==> src/rtl/core/pafmt_pkg.sv <==
// pafmt_pkg: shared types, character codes and helper functions of the pose
// ascii frame formatter. No dependencies.
package pafmt_pkg;

  localparam int NUM_VALUES = 6;
  localparam int VAL_W      = 25;
  localparam int MAG_W      = 24;
  localparam int DIGITS     = 7;
  localparam int BCD_W      = 4 * DIGITS;
  localparam int LANE_W     = 3;
  localparam int POS_W      = 4;
  localparam int IDX_W      = 6;
  localparam int BIT_W      = 5;

  localparam logic [MAG_W-1:0] MAG_MAX    = 24'd9999999;
  localparam logic [BIT_W-1:0] LAST_BIT   = 5'(MAG_W - 1);
  localparam logic [LANE_W-1:0] LAST_LANE = 3'(NUM_VALUES - 1);
  localparam logic [POS_W-1:0] LAST_POS   = 4'd8;

  // frame positions
  localparam logic [IDX_W-1:0] IDX_PAD   = 6'd54;
  localparam logic [IDX_W-1:0] IDX_CKS_H = 6'd60;
  localparam logic [IDX_W-1:0] IDX_CKS_T = 6'd61;
  localparam logic [IDX_W-1:0] IDX_CKS_O = 6'd62;
  localparam logic [IDX_W-1:0] IDX_LAST  = 6'd63;

  localparam logic [7:0] CH_PLUS  = 8'h2B;
  localparam logic [7:0] CH_MINUS = 8'h2D;
  localparam logic [7:0] CH_DOT   = 8'h2E;
  localparam logic [7:0] CH_ZERO  = 8'h30;
  localparam logic [7:0] CH_SPACE = 8'h20;
  localparam logic [7:0] CH_HASH  = 8'h23;

  // six pad spaces, seeded into the checksum at load (6 * 32 mod 256)
  localparam logic [7:0] SUM_SEED = 8'(6 * 32);
  // per value: '.' plus seven '0' offsets, mod 256
  localparam logic [7:0] LANE_CONST = 8'(46 + 7 * 48);

  typedef logic [NUM_VALUES-1:0][VAL_W-1:0] pose_t;

  typedef struct packed {
    logic load;
    logic shift;
    logic sum_en;
    logic advance;
  } cmd_t;

  typedef struct packed {
    logic lane_last;
    logic byte_last;
  } sts_t;

  // add-3 step of the shift-and-add binary to bcd conversion
  function automatic logic [BCD_W-1:0] bcd_adjust(input logic [BCD_W-1:0] b);
    logic [BCD_W-1:0] r;
    r = b;
    for (int k = 0; k < DIGITS; k++) begin
      if (r[4*k +: 4] >= 4'd5) begin
        r[4*k +: 4] = r[4*k +: 4] + 4'd3;
      end
    end
    return r;
  endfunction

  function automatic logic [7:0] to_ascii(input logic [3:0] d);
    return CH_ZERO + {4'd0, d};
  endfunction

endpackage

==> src/rtl/core/pafmt_ctrl.sv <==
// pafmt_ctrl: sequencer of the pose ascii frame formatter (load, convert,
// checksum, emit). Depends on pafmt_pkg.
module pafmt_ctrl (
  input  logic            clk,
  input  logic            rst,
  input  logic            pose_valid,
  output logic            pose_ready,
  output logic            frame_valid,
  input  logic            frame_ready,
  input  pafmt_pkg::sts_t sts,
  output pafmt_pkg::cmd_t cmd
);
  import pafmt_pkg::*;

  localparam logic [1:0] S_IDLE = 2'd0;
  localparam logic [1:0] S_CONV = 2'd1;
  localparam logic [1:0] S_SUM  = 2'd2;
  localparam logic [1:0] S_EMIT = 2'd3;

  logic [1:0]       state;
  logic [1:0]       state_next;
  logic [BIT_W-1:0] bit_cnt;

  assign pose_ready  = (state == S_IDLE);
  assign frame_valid = (state == S_EMIT);

  always_comb begin
    state_next  = state;
    cmd.load    = 1'b0;
    cmd.shift   = 1'b0;
    cmd.sum_en  = 1'b0;
    cmd.advance = 1'b0;
    unique case (state)
      S_IDLE: begin
        if (pose_valid) begin
          cmd.load   = 1'b1;
          state_next = S_CONV;
        end
      end
      S_CONV: begin
        cmd.shift = 1'b1;
        if (bit_cnt == LAST_BIT) state_next = S_SUM;
      end
      S_SUM: begin
        cmd.sum_en = 1'b1;
        if (sts.lane_last) state_next = S_EMIT;
      end
      S_EMIT: begin
        if (frame_ready) begin
          cmd.advance = 1'b1;
          if (sts.byte_last) state_next = S_IDLE;
        end
      end
      default: state_next = S_IDLE;
    endcase
  end

  always_ff @(posedge clk) begin
    if (rst) begin
      state   <= S_IDLE;
      bit_cnt <= '0;
    end else begin
      state <= state_next;
      if (cmd.load) bit_cnt <= '0;
      else if (cmd.shift) bit_cnt <= bit_cnt + 5'd1;
    end
  end

  cv_no_overlap: assert property (@(posedge clk) disable iff (rst)
    !(pose_ready && frame_valid))
    else $error("pose ready while frame bytes pending");

  cv_conv_length: assert property (@(posedge clk) disable iff (rst)
    (state == S_CONV && bit_cnt != LAST_BIT) |=> (state == S_CONV))
    else $error("conversion left early");

  cv_load_conv: assert property (@(posedge clk) disable iff (rst)
    cmd.load |=> (state == S_CONV && bit_cnt == '0))
    else $error("load did not start conversion");

endmodule

==> src/rtl/core/pafmt_dp.sv <==
// pafmt_dp: datapath of the pose ascii frame formatter: saturation, six
// bcd conversion lanes, checksum and byte selection. Depends on pafmt_pkg.
module pafmt_dp (
  input  logic             clk,
  input  logic             rst,
  input  pafmt_pkg::pose_t pose,
  input  pafmt_pkg::cmd_t  cmd,
  output pafmt_pkg::sts_t  sts,
  output logic [7:0]       frame_byte,
  output logic             frame_last,
  output logic             clipped
);
  import pafmt_pkg::*;

  logic [NUM_VALUES-1:0]            neg;
  logic [NUM_VALUES-1:0][MAG_W-1:0] sh;
  logic [NUM_VALUES-1:0][BCD_W-1:0] bcd;
  logic                             clip;
  logic [7:0]                       sum;
  logic [LANE_W-1:0]                lane;
  logic [POS_W-1:0]                 pos;
  logic [IDX_W-1:0]                 byte_index;

  // saturated magnitudes at load
  logic [NUM_VALUES-1:0]            neg_in;
  logic [NUM_VALUES-1:0][MAG_W-1:0] mag_in;
  logic [NUM_VALUES-1:0]            sat_in;

  always_comb begin
    logic [VAL_W-1:0] m;
    for (int l = 0; l < NUM_VALUES; l++) begin
      neg_in[l] = pose[l][VAL_W-1];
      m = neg_in[l] ? (~pose[l] + 25'd1) : pose[l];
      sat_in[l] = (m > {1'b0, MAG_MAX});
      mag_in[l] = sat_in[l] ? MAG_MAX : m[MAG_W-1:0];
    end
  end

  // add-3 adjusted digits ahead of each shift
  logic [NUM_VALUES-1:0][BCD_W-1:0] bcd_adj;
  always_comb begin
    for (int l = 0; l < NUM_VALUES; l++) begin
      bcd_adj[l] = bcd_adjust(bcd[l]);
    end
  end

  // lane picked by the lane counter
  logic [BCD_W-1:0] sel_bcd;
  logic             sel_neg;
  always_comb begin
    sel_bcd = '0;
    sel_neg = 1'b0;
    for (int l = 0; l < NUM_VALUES; l++) begin
      if (lane == 3'(l)) begin
        sel_bcd = bcd[l];
        sel_neg = neg[l];
      end
    end
  end

  logic [7:0] sign_ch;
  logic [5:0] digit_sum;
  assign sign_ch = sel_neg ? CH_MINUS : CH_PLUS;

  always_comb begin
    digit_sum = '0;
    for (int k = 0; k < DIGITS; k++) begin
      digit_sum = digit_sum + {2'd0, sel_bcd[4*k +: 4]};
    end
  end

  // checksum in decimal; t = r / 10 by reciprocal, exact for r below 100
  logic [1:0]  cks_h;
  logic [7:0]  cks_r;
  logic [14:0] cks_mul;
  logic [3:0]  cks_t;
  logic [3:0]  cks_o;
  always_comb begin
    if (sum >= 8'd200) cks_h = 2'd2;
    else if (sum >= 8'd100) cks_h = 2'd1;
    else cks_h = 2'd0;
    cks_r   = sum - ({6'd0, cks_h} * 8'd100);
    cks_mul = {8'd0, cks_r[6:0]} * 15'd205;
    cks_t   = cks_mul[14:11];
    cks_o   = 4'(cks_r - ({4'd0, cks_t} * 8'd10));
  end

  logic [7:0] value_ch;
  always_comb begin
    unique case (pos)
      4'd0:    value_ch = sign_ch;
      4'd1:    value_ch = to_ascii(sel_bcd[27:24]);
      4'd2:    value_ch = to_ascii(sel_bcd[23:20]);
      4'd3:    value_ch = to_ascii(sel_bcd[19:16]);
      4'd4:    value_ch = CH_DOT;
      4'd5:    value_ch = to_ascii(sel_bcd[15:12]);
      4'd6:    value_ch = to_ascii(sel_bcd[11:8]);
      4'd7:    value_ch = to_ascii(sel_bcd[7:4]);
      4'd8:    value_ch = to_ascii(sel_bcd[3:0]);
      default: value_ch = CH_SPACE;
    endcase
  end

  always_comb begin
    priority if (byte_index < IDX_PAD) frame_byte = value_ch;
    else if (byte_index < IDX_CKS_H)   frame_byte = CH_SPACE;
    else if (byte_index == IDX_CKS_H)  frame_byte = to_ascii({2'd0, cks_h});
    else if (byte_index == IDX_CKS_T)  frame_byte = to_ascii(cks_t);
    else if (byte_index == IDX_CKS_O)  frame_byte = to_ascii(cks_o);
    else                               frame_byte = CH_HASH;
  end

  assign frame_last    = (byte_index == IDX_LAST);
  assign clipped       = clip;
  assign sts.lane_last = (lane == LAST_LANE);
  assign sts.byte_last = frame_last;

  always_ff @(posedge clk) begin
    if (rst) begin
      neg        <= '0;
      sh         <= '0;
      bcd        <= '0;
      clip       <= 1'b0;
      sum        <= '0;
      lane       <= '0;
      pos        <= '0;
      byte_index <= '0;
    end else begin
      if (cmd.load) begin
        neg        <= neg_in;
        sh         <= mag_in;
        bcd        <= '0;
        clip       <= |sat_in;
        sum        <= SUM_SEED;
        lane       <= '0;
        pos        <= '0;
        byte_index <= '0;
      end
      if (cmd.shift) begin
        for (int l = 0; l < NUM_VALUES; l++) begin
          bcd[l] <= {bcd_adj[l][BCD_W-2:0], sh[l][MAG_W-1]};
          sh[l]  <= {sh[l][MAG_W-2:0], 1'b0};
        end
      end
      if (cmd.sum_en) begin
        sum  <= sum + sign_ch + LANE_CONST + {2'd0, digit_sum};
        lane <= sts.lane_last ? '0 : lane + 3'd1;
      end
      if (cmd.advance) begin
        byte_index <= byte_index + 6'd1;
        if (pos == LAST_POS) begin
          pos  <= '0;
          lane <= lane + 3'd1;
        end else begin
          pos <= pos + 4'd1;
        end
      end
    end
  end

  dp_lane_in_range: assert property (@(posedge clk) disable iff (rst)
    (cmd.advance && byte_index < IDX_PAD) |-> (lane <= LAST_LANE && pos <= LAST_POS))
    else $error("lane or position counter out of step with byte index");

  dp_wrap: assert property (@(posedge clk) disable iff (rst)
    (cmd.advance && frame_last) |=> (byte_index == '0))
    else $error("byte index did not wrap after the last byte");

  dp_digits_valid: assert property (@(posedge clk) disable iff (rst)
    cmd.sum_en |-> (sel_bcd[27:24] <= 4'd9 && sel_bcd[3:0] <= 4'd9))
    else $error("bcd digit out of range after conversion");

endmodule

==> src/rtl/core/pose_ascii_frame_formatter_unit.sv <==
// pose_ascii_frame_formatter_unit: top level of the pose ascii frame formatter.
// Depends on pafmt_pkg, pafmt_ctrl and pafmt_dp.
//
// Usage: one pose beat (six 25-bit signed values in units of 1e-4) is taken
// on the pose channel when pose_valid and pose_ready are high together. The
// block answers with 64 frame beats, one ASCII byte each: six fields of
// nine characters (sign, three integer digits, '.', four fraction digits),
// six spaces, the 8-bit byte sum of the first 60 bytes as three decimal
// digits, and '#'. frame_last marks the 64th beat; clipped is high on every
// beat of a frame in which some magnitude above 999.9999 was saturated.
// After the pose beat, a bit-serial bcd conversion (all six values in
// parallel lanes) is followed by a checksum pass, one value per cycle,
// before the first frame beat is offered. A new pose is accepted only
// after the accept, convert, checksum and 64 byte steps have all passed;
// pose_ready is high only while no frame is pending.
// A stalled receiver holds the current byte and freezes the byte counter.
// Reset (synchronous) returns to idle with no frame pending.
module pose_ascii_frame_formatter_unit (
  input  logic        clk,
  input  logic        rst,
  input  logic        pose_valid,
  output logic        pose_ready,
  input  logic [24:0] pos_x,
  input  logic [24:0] pos_y,
  input  logic [24:0] pos_z,
  input  logic [24:0] rot_roll,
  input  logic [24:0] rot_pitch,
  input  logic [24:0] rot_yaw,
  output logic        frame_valid,
  input  logic        frame_ready,
  output logic [7:0]  frame_byte,
  output logic        frame_last,
  output logic        clipped
);
  import pafmt_pkg::*;

  cmd_t  cmd;
  sts_t  sts;
  pose_t pose;

  assign pose = {rot_yaw, rot_pitch, rot_roll, pos_z, pos_y, pos_x};

  pafmt_ctrl u_ctrl (
    .clk         (clk),
    .rst         (rst),
    .pose_valid  (pose_valid),
    .pose_ready  (pose_ready),
    .frame_valid (frame_valid),
    .frame_ready (frame_ready),
    .sts         (sts),
    .cmd         (cmd)
  );

  pafmt_dp u_dp (
    .clk        (clk),
    .rst        (rst),
    .pose       (pose),
    .cmd        (cmd),
    .sts        (sts),
    .frame_byte (frame_byte),
    .frame_last (frame_last),
    .clipped    (clipped)
  );

  top_end_of_frame: assert property (@(posedge clk) disable iff (rst)
    (frame_valid && frame_ready && frame_last) |=> !frame_valid)
    else $error("frame beats continued past the last byte");

  top_hash_last: assert property (@(posedge clk) disable iff (rst)
    (frame_valid && frame_last) |-> (frame_byte == CH_HASH))
    else $error("last frame byte is not the terminator");

  top_no_early_byte: assert property (@(posedge clk) disable iff (rst)
    (pose_valid && pose_ready) |=> !frame_valid)
    else $error("frame beat offered before conversion");

endmodule

==> config.mk <==
export PLATFORM = sky130hd
export DESIGN_NAME = pose_ascii_frame_formatter_unit
export DESIGN_NICKNAME = d
export VERILOG_FILES = /design/src/rtl/core/pafmt_pkg.sv /design/src/rtl/core/pafmt_ctrl.sv /design/src/rtl/core/pafmt_dp.sv /design/src/rtl/core/pose_ascii_frame_formatter_unit.sv
export SDC_FILE = /design/constraint.sdc
export NUM_CORES = 1
export LEC_CHECK = 0
export BUFFER_PORTS_ARGS = -buffer_cell sky130_fd_sc_hd__buf_2
export CORE_MARGIN = 5
export CORE_UTILIZATION = 35
export CTS_CLUSTER_DIAMETER = 30
export DETAILED_ROUTE_END_ITERATION = 12
export GPL_ROUTABILITY_DRIVEN = 0
export SYNTH_ARGS = -nofsm -noshare
export SYNTH_HDL_FRONTEND = slang
export SYNTH_HIERARCHICAL = 1
export SYNTH_SLANG_ARGS = --single-unit
export TNS_END_PERCENT = 5
==> constraint.sdc <==
create_clock -name clk -period 17 [get_ports clk]
set_clock_uncertainty 0.1 [all_clocks]
set_input_delay 2.55 -clock clk [delete_from_list [all_inputs] [get_ports clk]]
set_output_delay 2.55 -clock clk [all_outputs]
set_load 0.005 [all_outputs]
## Yosys cells after proc, flatten, opt, wreduce, memory -nomap -nowiden

Cells that the tools add are included.

- Flip-flop bits (word level): 347
- Bits of input ports: 154
- Output and inout bits: 12
- Logic and storage cells: 299

- Add/subtract/negate cells: 73
- Multiply operators: 3
- $lt $le $gt $ge: 52
- Equality and inequality tests: 26
- Multiplexer cells: 103
- Bitwise gates (word level): 6
- Reduce and logical (&&, ||, !) cells: 10

Operator list:

| cell | number |
|---|---|
| $mux 168 | 2 |
| $mux 144 | 2 |
| $ge 4x3->1 const B | 42 |
| $mux 28 | 6 |
| $mux 4 | 39 |
| $add 25x1->25 const B | 6 |
| $gt 25x24->1 const B | 6 |
| $mux 25 | 6 |
| $not 25->25 | 6 |
| $add 4x2->4 const B | 36 |
| $mux 24 | 6 |
| $pmux 8 s9 | 1 |
| $add 6x4->7 const A | 9 |
| $mux 8 | 7 |
| $mux 3 | 12 |
| $add 6x4->6 | 5 |
| $eq 6x6->1 const B | 4 |
| $add 3x2->3 const B | 6 |
| $add 8x6->8 | 2 |
| $eq 4x3->1 const B | 4 |
| $mul 7x8->15 const B | 1 |
| $mux 1 | 13 |
| $lt 6x6->1 const B | 2 |
| $mux 2 | 6 |
| other kinds (33) | 44 |

## Longest topological paths before layout

- Word-level depth: 15
- Mapped depth: 32
- Depth with buffers taken out: 30

## By module

The synthesis kept the hierarchy.

By module, submodules not included:

| module | instances | cells each | area an instance (um^2) |
|---|---|---|---|
| pafmt_dp | 1 | 3,525 | 26,384.1 |
| pafmt_ctrl | 1 | 42 | 421.7 |

## Worst setup path before layout

Ideal clock, no wire load.

- Path kind: register to output
- Start point: register u_dp.sum[4]
- End point: output frame_byte[3]
- Data arrival time: 5,815 ps
- Required time: 14,350 ps
- Setup slack: 8,535 ps
- Stages on the path, launching flop included: 27
- Buffers on the path: 0
- Cells stage by stage: dfxtp_1 o311ai_0 inv_1 a21oi_1 ha_1 fa_1 nand2b_1 a21oi_1 xor2_1 ha_1 ha_1 fa_1 inv_1 fa_1 inv_1 ha_1 o211a_1 o21ai_0 a21oi_1 nor3_1 xnor2_1 ha_1 fa_1 xor2_1 xnor2_1 xnor2_1 o211ai_1

- Word-level cells in the longest chain between the ends: 14

Ends and longest elaborated chain:

| element | line | text |
|---|---|---|
| start: declaration | pafmt_dp.sv:19 | `logic [7:0] sum;` |
| start signal: assignment | pafmt_dp.sv:146 | `sum <= sum + sign_ch + LANE_CONST + {2'd0, digit_sum};` |
| $ge 8x7->1 | pafmt_dp.sv:80 | `else if (sum >= 8'd100) cks_h = 2'd1;` |
| $mux 1 | pafmt_dp.sv:80 |  |
| $mux 2 | pafmt_dp.sv:79 | `if (sum >= 8'd200) cks_h = 2'd2;` |
| $mul 2x5->5 | pafmt_dp.sv:82 | `cks_r = sum - ({6'd0, cks_h} * 8'd100);` |
| $sub 7x7->7 | pafmt_dp.sv:82 |  |
| $mul 7x8->15 | pafmt_dp.sv:83 | `cks_mul = {8'd0, cks_r[6:0]} * 15'd205;` |
| $mul 4x3->3 | pafmt_dp.sv:85 | `cks_o = 4'(cks_r - ({4'd0, cks_t} * 8'd10));` |
| $sub 4x4->4 | pafmt_dp.sv:85 |  |
| $add 6x4->7 | pafmt_pkg.sv:66 | `return CH_ZERO + {4'd0, d};` |
| $mux 8 | pafmt_dp.sv:109 | `else if (byte_index == IDX_CKS_O) frame_byte = to_ascii(cks_o);` |
| $mux 8 | pafmt_dp.sv:108 | `else if (byte_index == IDX_CKS_T) frame_byte = to_ascii(cks_t);` |
| $mux 8 (*) | pafmt_dp.sv:107 | `else if (byte_index == IDX_CKS_H) frame_byte = to_ascii({2'd0, cks_h});` |
| $mux 8 (*) | pafmt_dp.sv:106 | `else if (byte_index < IDX_CKS_H) frame_byte = CH_SPACE;` |
| $mux 8 (*) | pafmt_dp.sv:105 | `priority if (byte_index < IDX_PAD) frame_byte = value_ch;` |
| end: declaration | pose_ascii_frame_formatter_unit.sv:31 | `output logic [7:0] frame_byte,` |

Every way passes the cells marked *; elsewhere a longest branch is shown, timed or not.

## Worst setup path in the final report

Ends and elaborated chain as after synthesis.

==> summary.txt <==
Drt first pass iters = 5
Most common cell after layout, fill and taps aside = nor2_1
Overall power = 4.58 mW
Crit path time final = 9890 ps
Clock transition at path regs = 50 ps
Crit path DAT = 7240 ps
Rel. slew slack = 31.2%
Setup bufs post-CTS = 0
Post-route insts no fill = 4,708
Fill count = 7,740
Final Setup Violations = 0
Vias in the first global route = 24,498
I/O Buffers = 162
CP Class = register to output port
VDD IR max = 109 uV
Grt total ovfl = 0
Max_cap viols = 0
CP max stage delay = 590 ps
Total CTS buffers = 99
YS warnings = 6
Die Width = 287 um
Post-Route Utilization = 41.6%
ANT nets after route = 0
CTS root buf = clkbuf_16
Later-pin clock latency in the skew report = 640 ps
Final Max Slew Viols = 0
PD cells = 145 mW/mm2
Post-cts gate resize count = 0
Final Hold Vio Count = 0
Max frequency = 101 MHz
Wirelength, routed = 76,500 um
Fin area = 0.0316 mm2
Synthesized flop and latch total = 347
Clk buf depth = 3
Most used DFF post-synth = dfxtp_1
Initial DRC count = 1,580
Reg area = 0.00695 mm2
Crit start category = register
CP max stage cell = o311ai_0
Hold_buf cts = 0
Antenna violations before repair = 8
Core area = 0.0759 mm2
Outcome = finished clean
Vias = 25,894
Nets = 3,949
Pre-CTS setup slack = 7660 ps
Most frequent cells in the layout = nor2_1, dfxtp_1, a21oi_1
Worst setup EP type = output port
Library cells used by synthesis = 95
Clk sinks = 347
# DRC = 0
Worst slew pin tran = 1030 ps
Post-synthesis sequential area ratio = 25.9%
Final worst path period share = 58.2%
Final TNS setup = 0 ps
Synth-to-layout area growth = 17.8%
H-tree depth = 3
TritonCTS clock tree = built
DPL Wire Length = 51,100 um
Crit-path most repeated cell = ha_1
Pin count of the biggest net entering global routing = 193
Dpl cell area = 0.0282 mm2
Post-synth EDFFs = 0
Worst Path Max Fanout = 7
DR WL/cell = 16.2 um
Ys async rst share = 0%
Post-route setup slack = 7110 ps
Cells after DPL = 4,526
Ports = 166
Initial core utilization = 35.3%
Die H = 287 um
First-pass GRT wire length = 126,000 um
Classification of the worst-slack hold path = register to register
Post-Syn Area = 0.0268 mm2
Layout cells sized above 1 = 11.5%
Syn Area/Cell = 7.51 um2
RSZ-0062 raised after global routing = false
Synth Instances = 3,567
FP Rows = 101
Critical path required time = 14,350 ps
Static leakage = 12.2 nW
Via density = 5.50
All-Layer GR Usage = 17.9%
Die area = 0.0822 mm2
Min Hold Slack = 340 ps
Multi-input logic area = 0.0181 mm2
[area by class of cell]
class	count	share of cell area, %
Multi-Input combinational cell	2763	57.4
Sequential cell	347	22.0
Clock buffer	137	8.99
Tap cell	1030	4.08
Timing Repair Buffer	188	3.30
Inverter	198	2.39
Clock inverter	42	1.84
Antenna cell	3	0.0238
[worst paths after layout]
| check | start | endpoint | slack (ps) | cells after the start |
|---|---|---|---|---|
| max reg2reg | u_dp/lane[0]$_SDFF_PP0_ | u_dp/sum[7]$_SDFFE_PP0P_ | 9110 | 26 |
| min reg2reg | u_dp/sh[86]$_SDFFE_PP0P_ | u_dp/sh[87]$_SDFFE_PP0P_ | 340 | 2 |
| max | u_dp/sum[4]$_SDFFE_PP0P_ | frame_byte[3] | 7110 | 27 |
| min | u_dp/sh[86]$_SDFFE_PP0P_ | u_dp/sh[87]$_SDFFE_PP0P_ | 340 | 2 |
[kinds of logic after synthesis]
family / count (synthesis) / share of synthesized area, %
compound gates: 1069 / 25.7
xor+xnor: 235 / 7.68
fa+ha+maj: 198 / 10.1
buf+inv: 458 / 6.64
flops: 347 / 25.9
mux: 39 / 1.52
other cells: 2 / 0.0280
simple gates: 1219 / 22.4
[worst max-delay path: cells and delay by family, from the launching register on]
| kind | cells | cell delay [ps] |
|---|---|---|
| AO/OA/AOI/OAI | 7 | 1620 |
| XOR/XNOR | 5 | 940 |
| adder cells (fa/ha/maj) | 9 | 2910 |
| buffers and inverters | 4 | 430 |
| flip-flops | 1 | 360 |
| AND/OR/NAND/NOR | 2 | 380 |
[synth_stat cells (7+ instances only)]
library cell | number | share of area [%]
or3_1 | 51 | 1.2
nand3b_1 | 7 | 0.20
a211oi_1 | 44 | 1.2
nand3_1 | 97 | 1.8
fa_1 | 31 | 2.3
xnor2_1 | 116 | 3.8
a221oi_1 | 61 | 2.0
o31ai_1 | 52 | 1.5
o41ai_1 | 23 | 0.75
a21o_1 | 19 | 0.53
o22ai_1 | 13 | 0.30
a31o_2 | 13 | 0.42
nand2b_1 | 65 | 1.5
nor2b_1 | 19 | 0.44
a2111oi_4 | 8 | 0.82
nor4b_1 | 7 | 0.23
o21a_1 | 13 | 0.36
dfxtp_1 | 347 | 26
buf_1 | 17 | 0.24
a21oi_1 | 293 | 5.5
o311ai_0 | 19 | 0.62
nor2_1 | 374 | 5.2
nand4_1 | 22 | 0.51
nand2_1 | 225 | 3.2
and2_1 | 7 | 0.16
mux2i_1 | 31 | 1.2
a22oi_1 | 8 | 0.22
o21ai_0 | 283 | 5.3
and3_1 | 79 | 1.8
clkbuf_1 | 225 | 3.2
a31oi_1 | 104 | 2.4
or4_1 | 31 | 0.87
or2_2 | 19 | 0.44
nor3b_1 | 9 | 0.25
a211o_1 | 18 | 0.59
nor4_1 | 25 | 0.58
nand4b_1 | 7 | 0.23
ha_1 | 167 | 7.8
o221ai_1 | 9 | 0.29
nor3_1 | 151 | 2.8
buf_2 | 10 | 0.19
xor2_1 | 119 | 3.9
o211ai_1 | 15 | 0.42
inv_1 | 195 | 2.7
[where the power goes]
group | leakage, nW | internal, mW | switching, mW
clock network | 1.67 | 1.32 | 0.552
registers | 2.82 | 0.950 | 0.0733
logic | 7.75 | 0.636 | 1.06
total | 12.2 | 2.90 | 1.68
[state kept, by name, indices dropped and copies added, names as in the netlist]
signal           cells
u_dp/byte_index      6
u_dp/pos             4
u_dp/sum             8
u_dp/clipped         1
u_dp/neg             6
u_dp/lane            3
u_ctrl/state         2
u_dp/bcd           168
u_ctrl/bit_cnt       5
u_dp/sh            144
[routing by layer]
metal  vias to the layer above  track usage, %  wire length, um
met4                         8            4.76             1510
met1                     12262            23.9            35400
li1                      12956               -                -
met2                       545            29.8            35700
met3                       123            3.26             3790
met5                         -               0               53
Power figures use the tool's default switching activity.
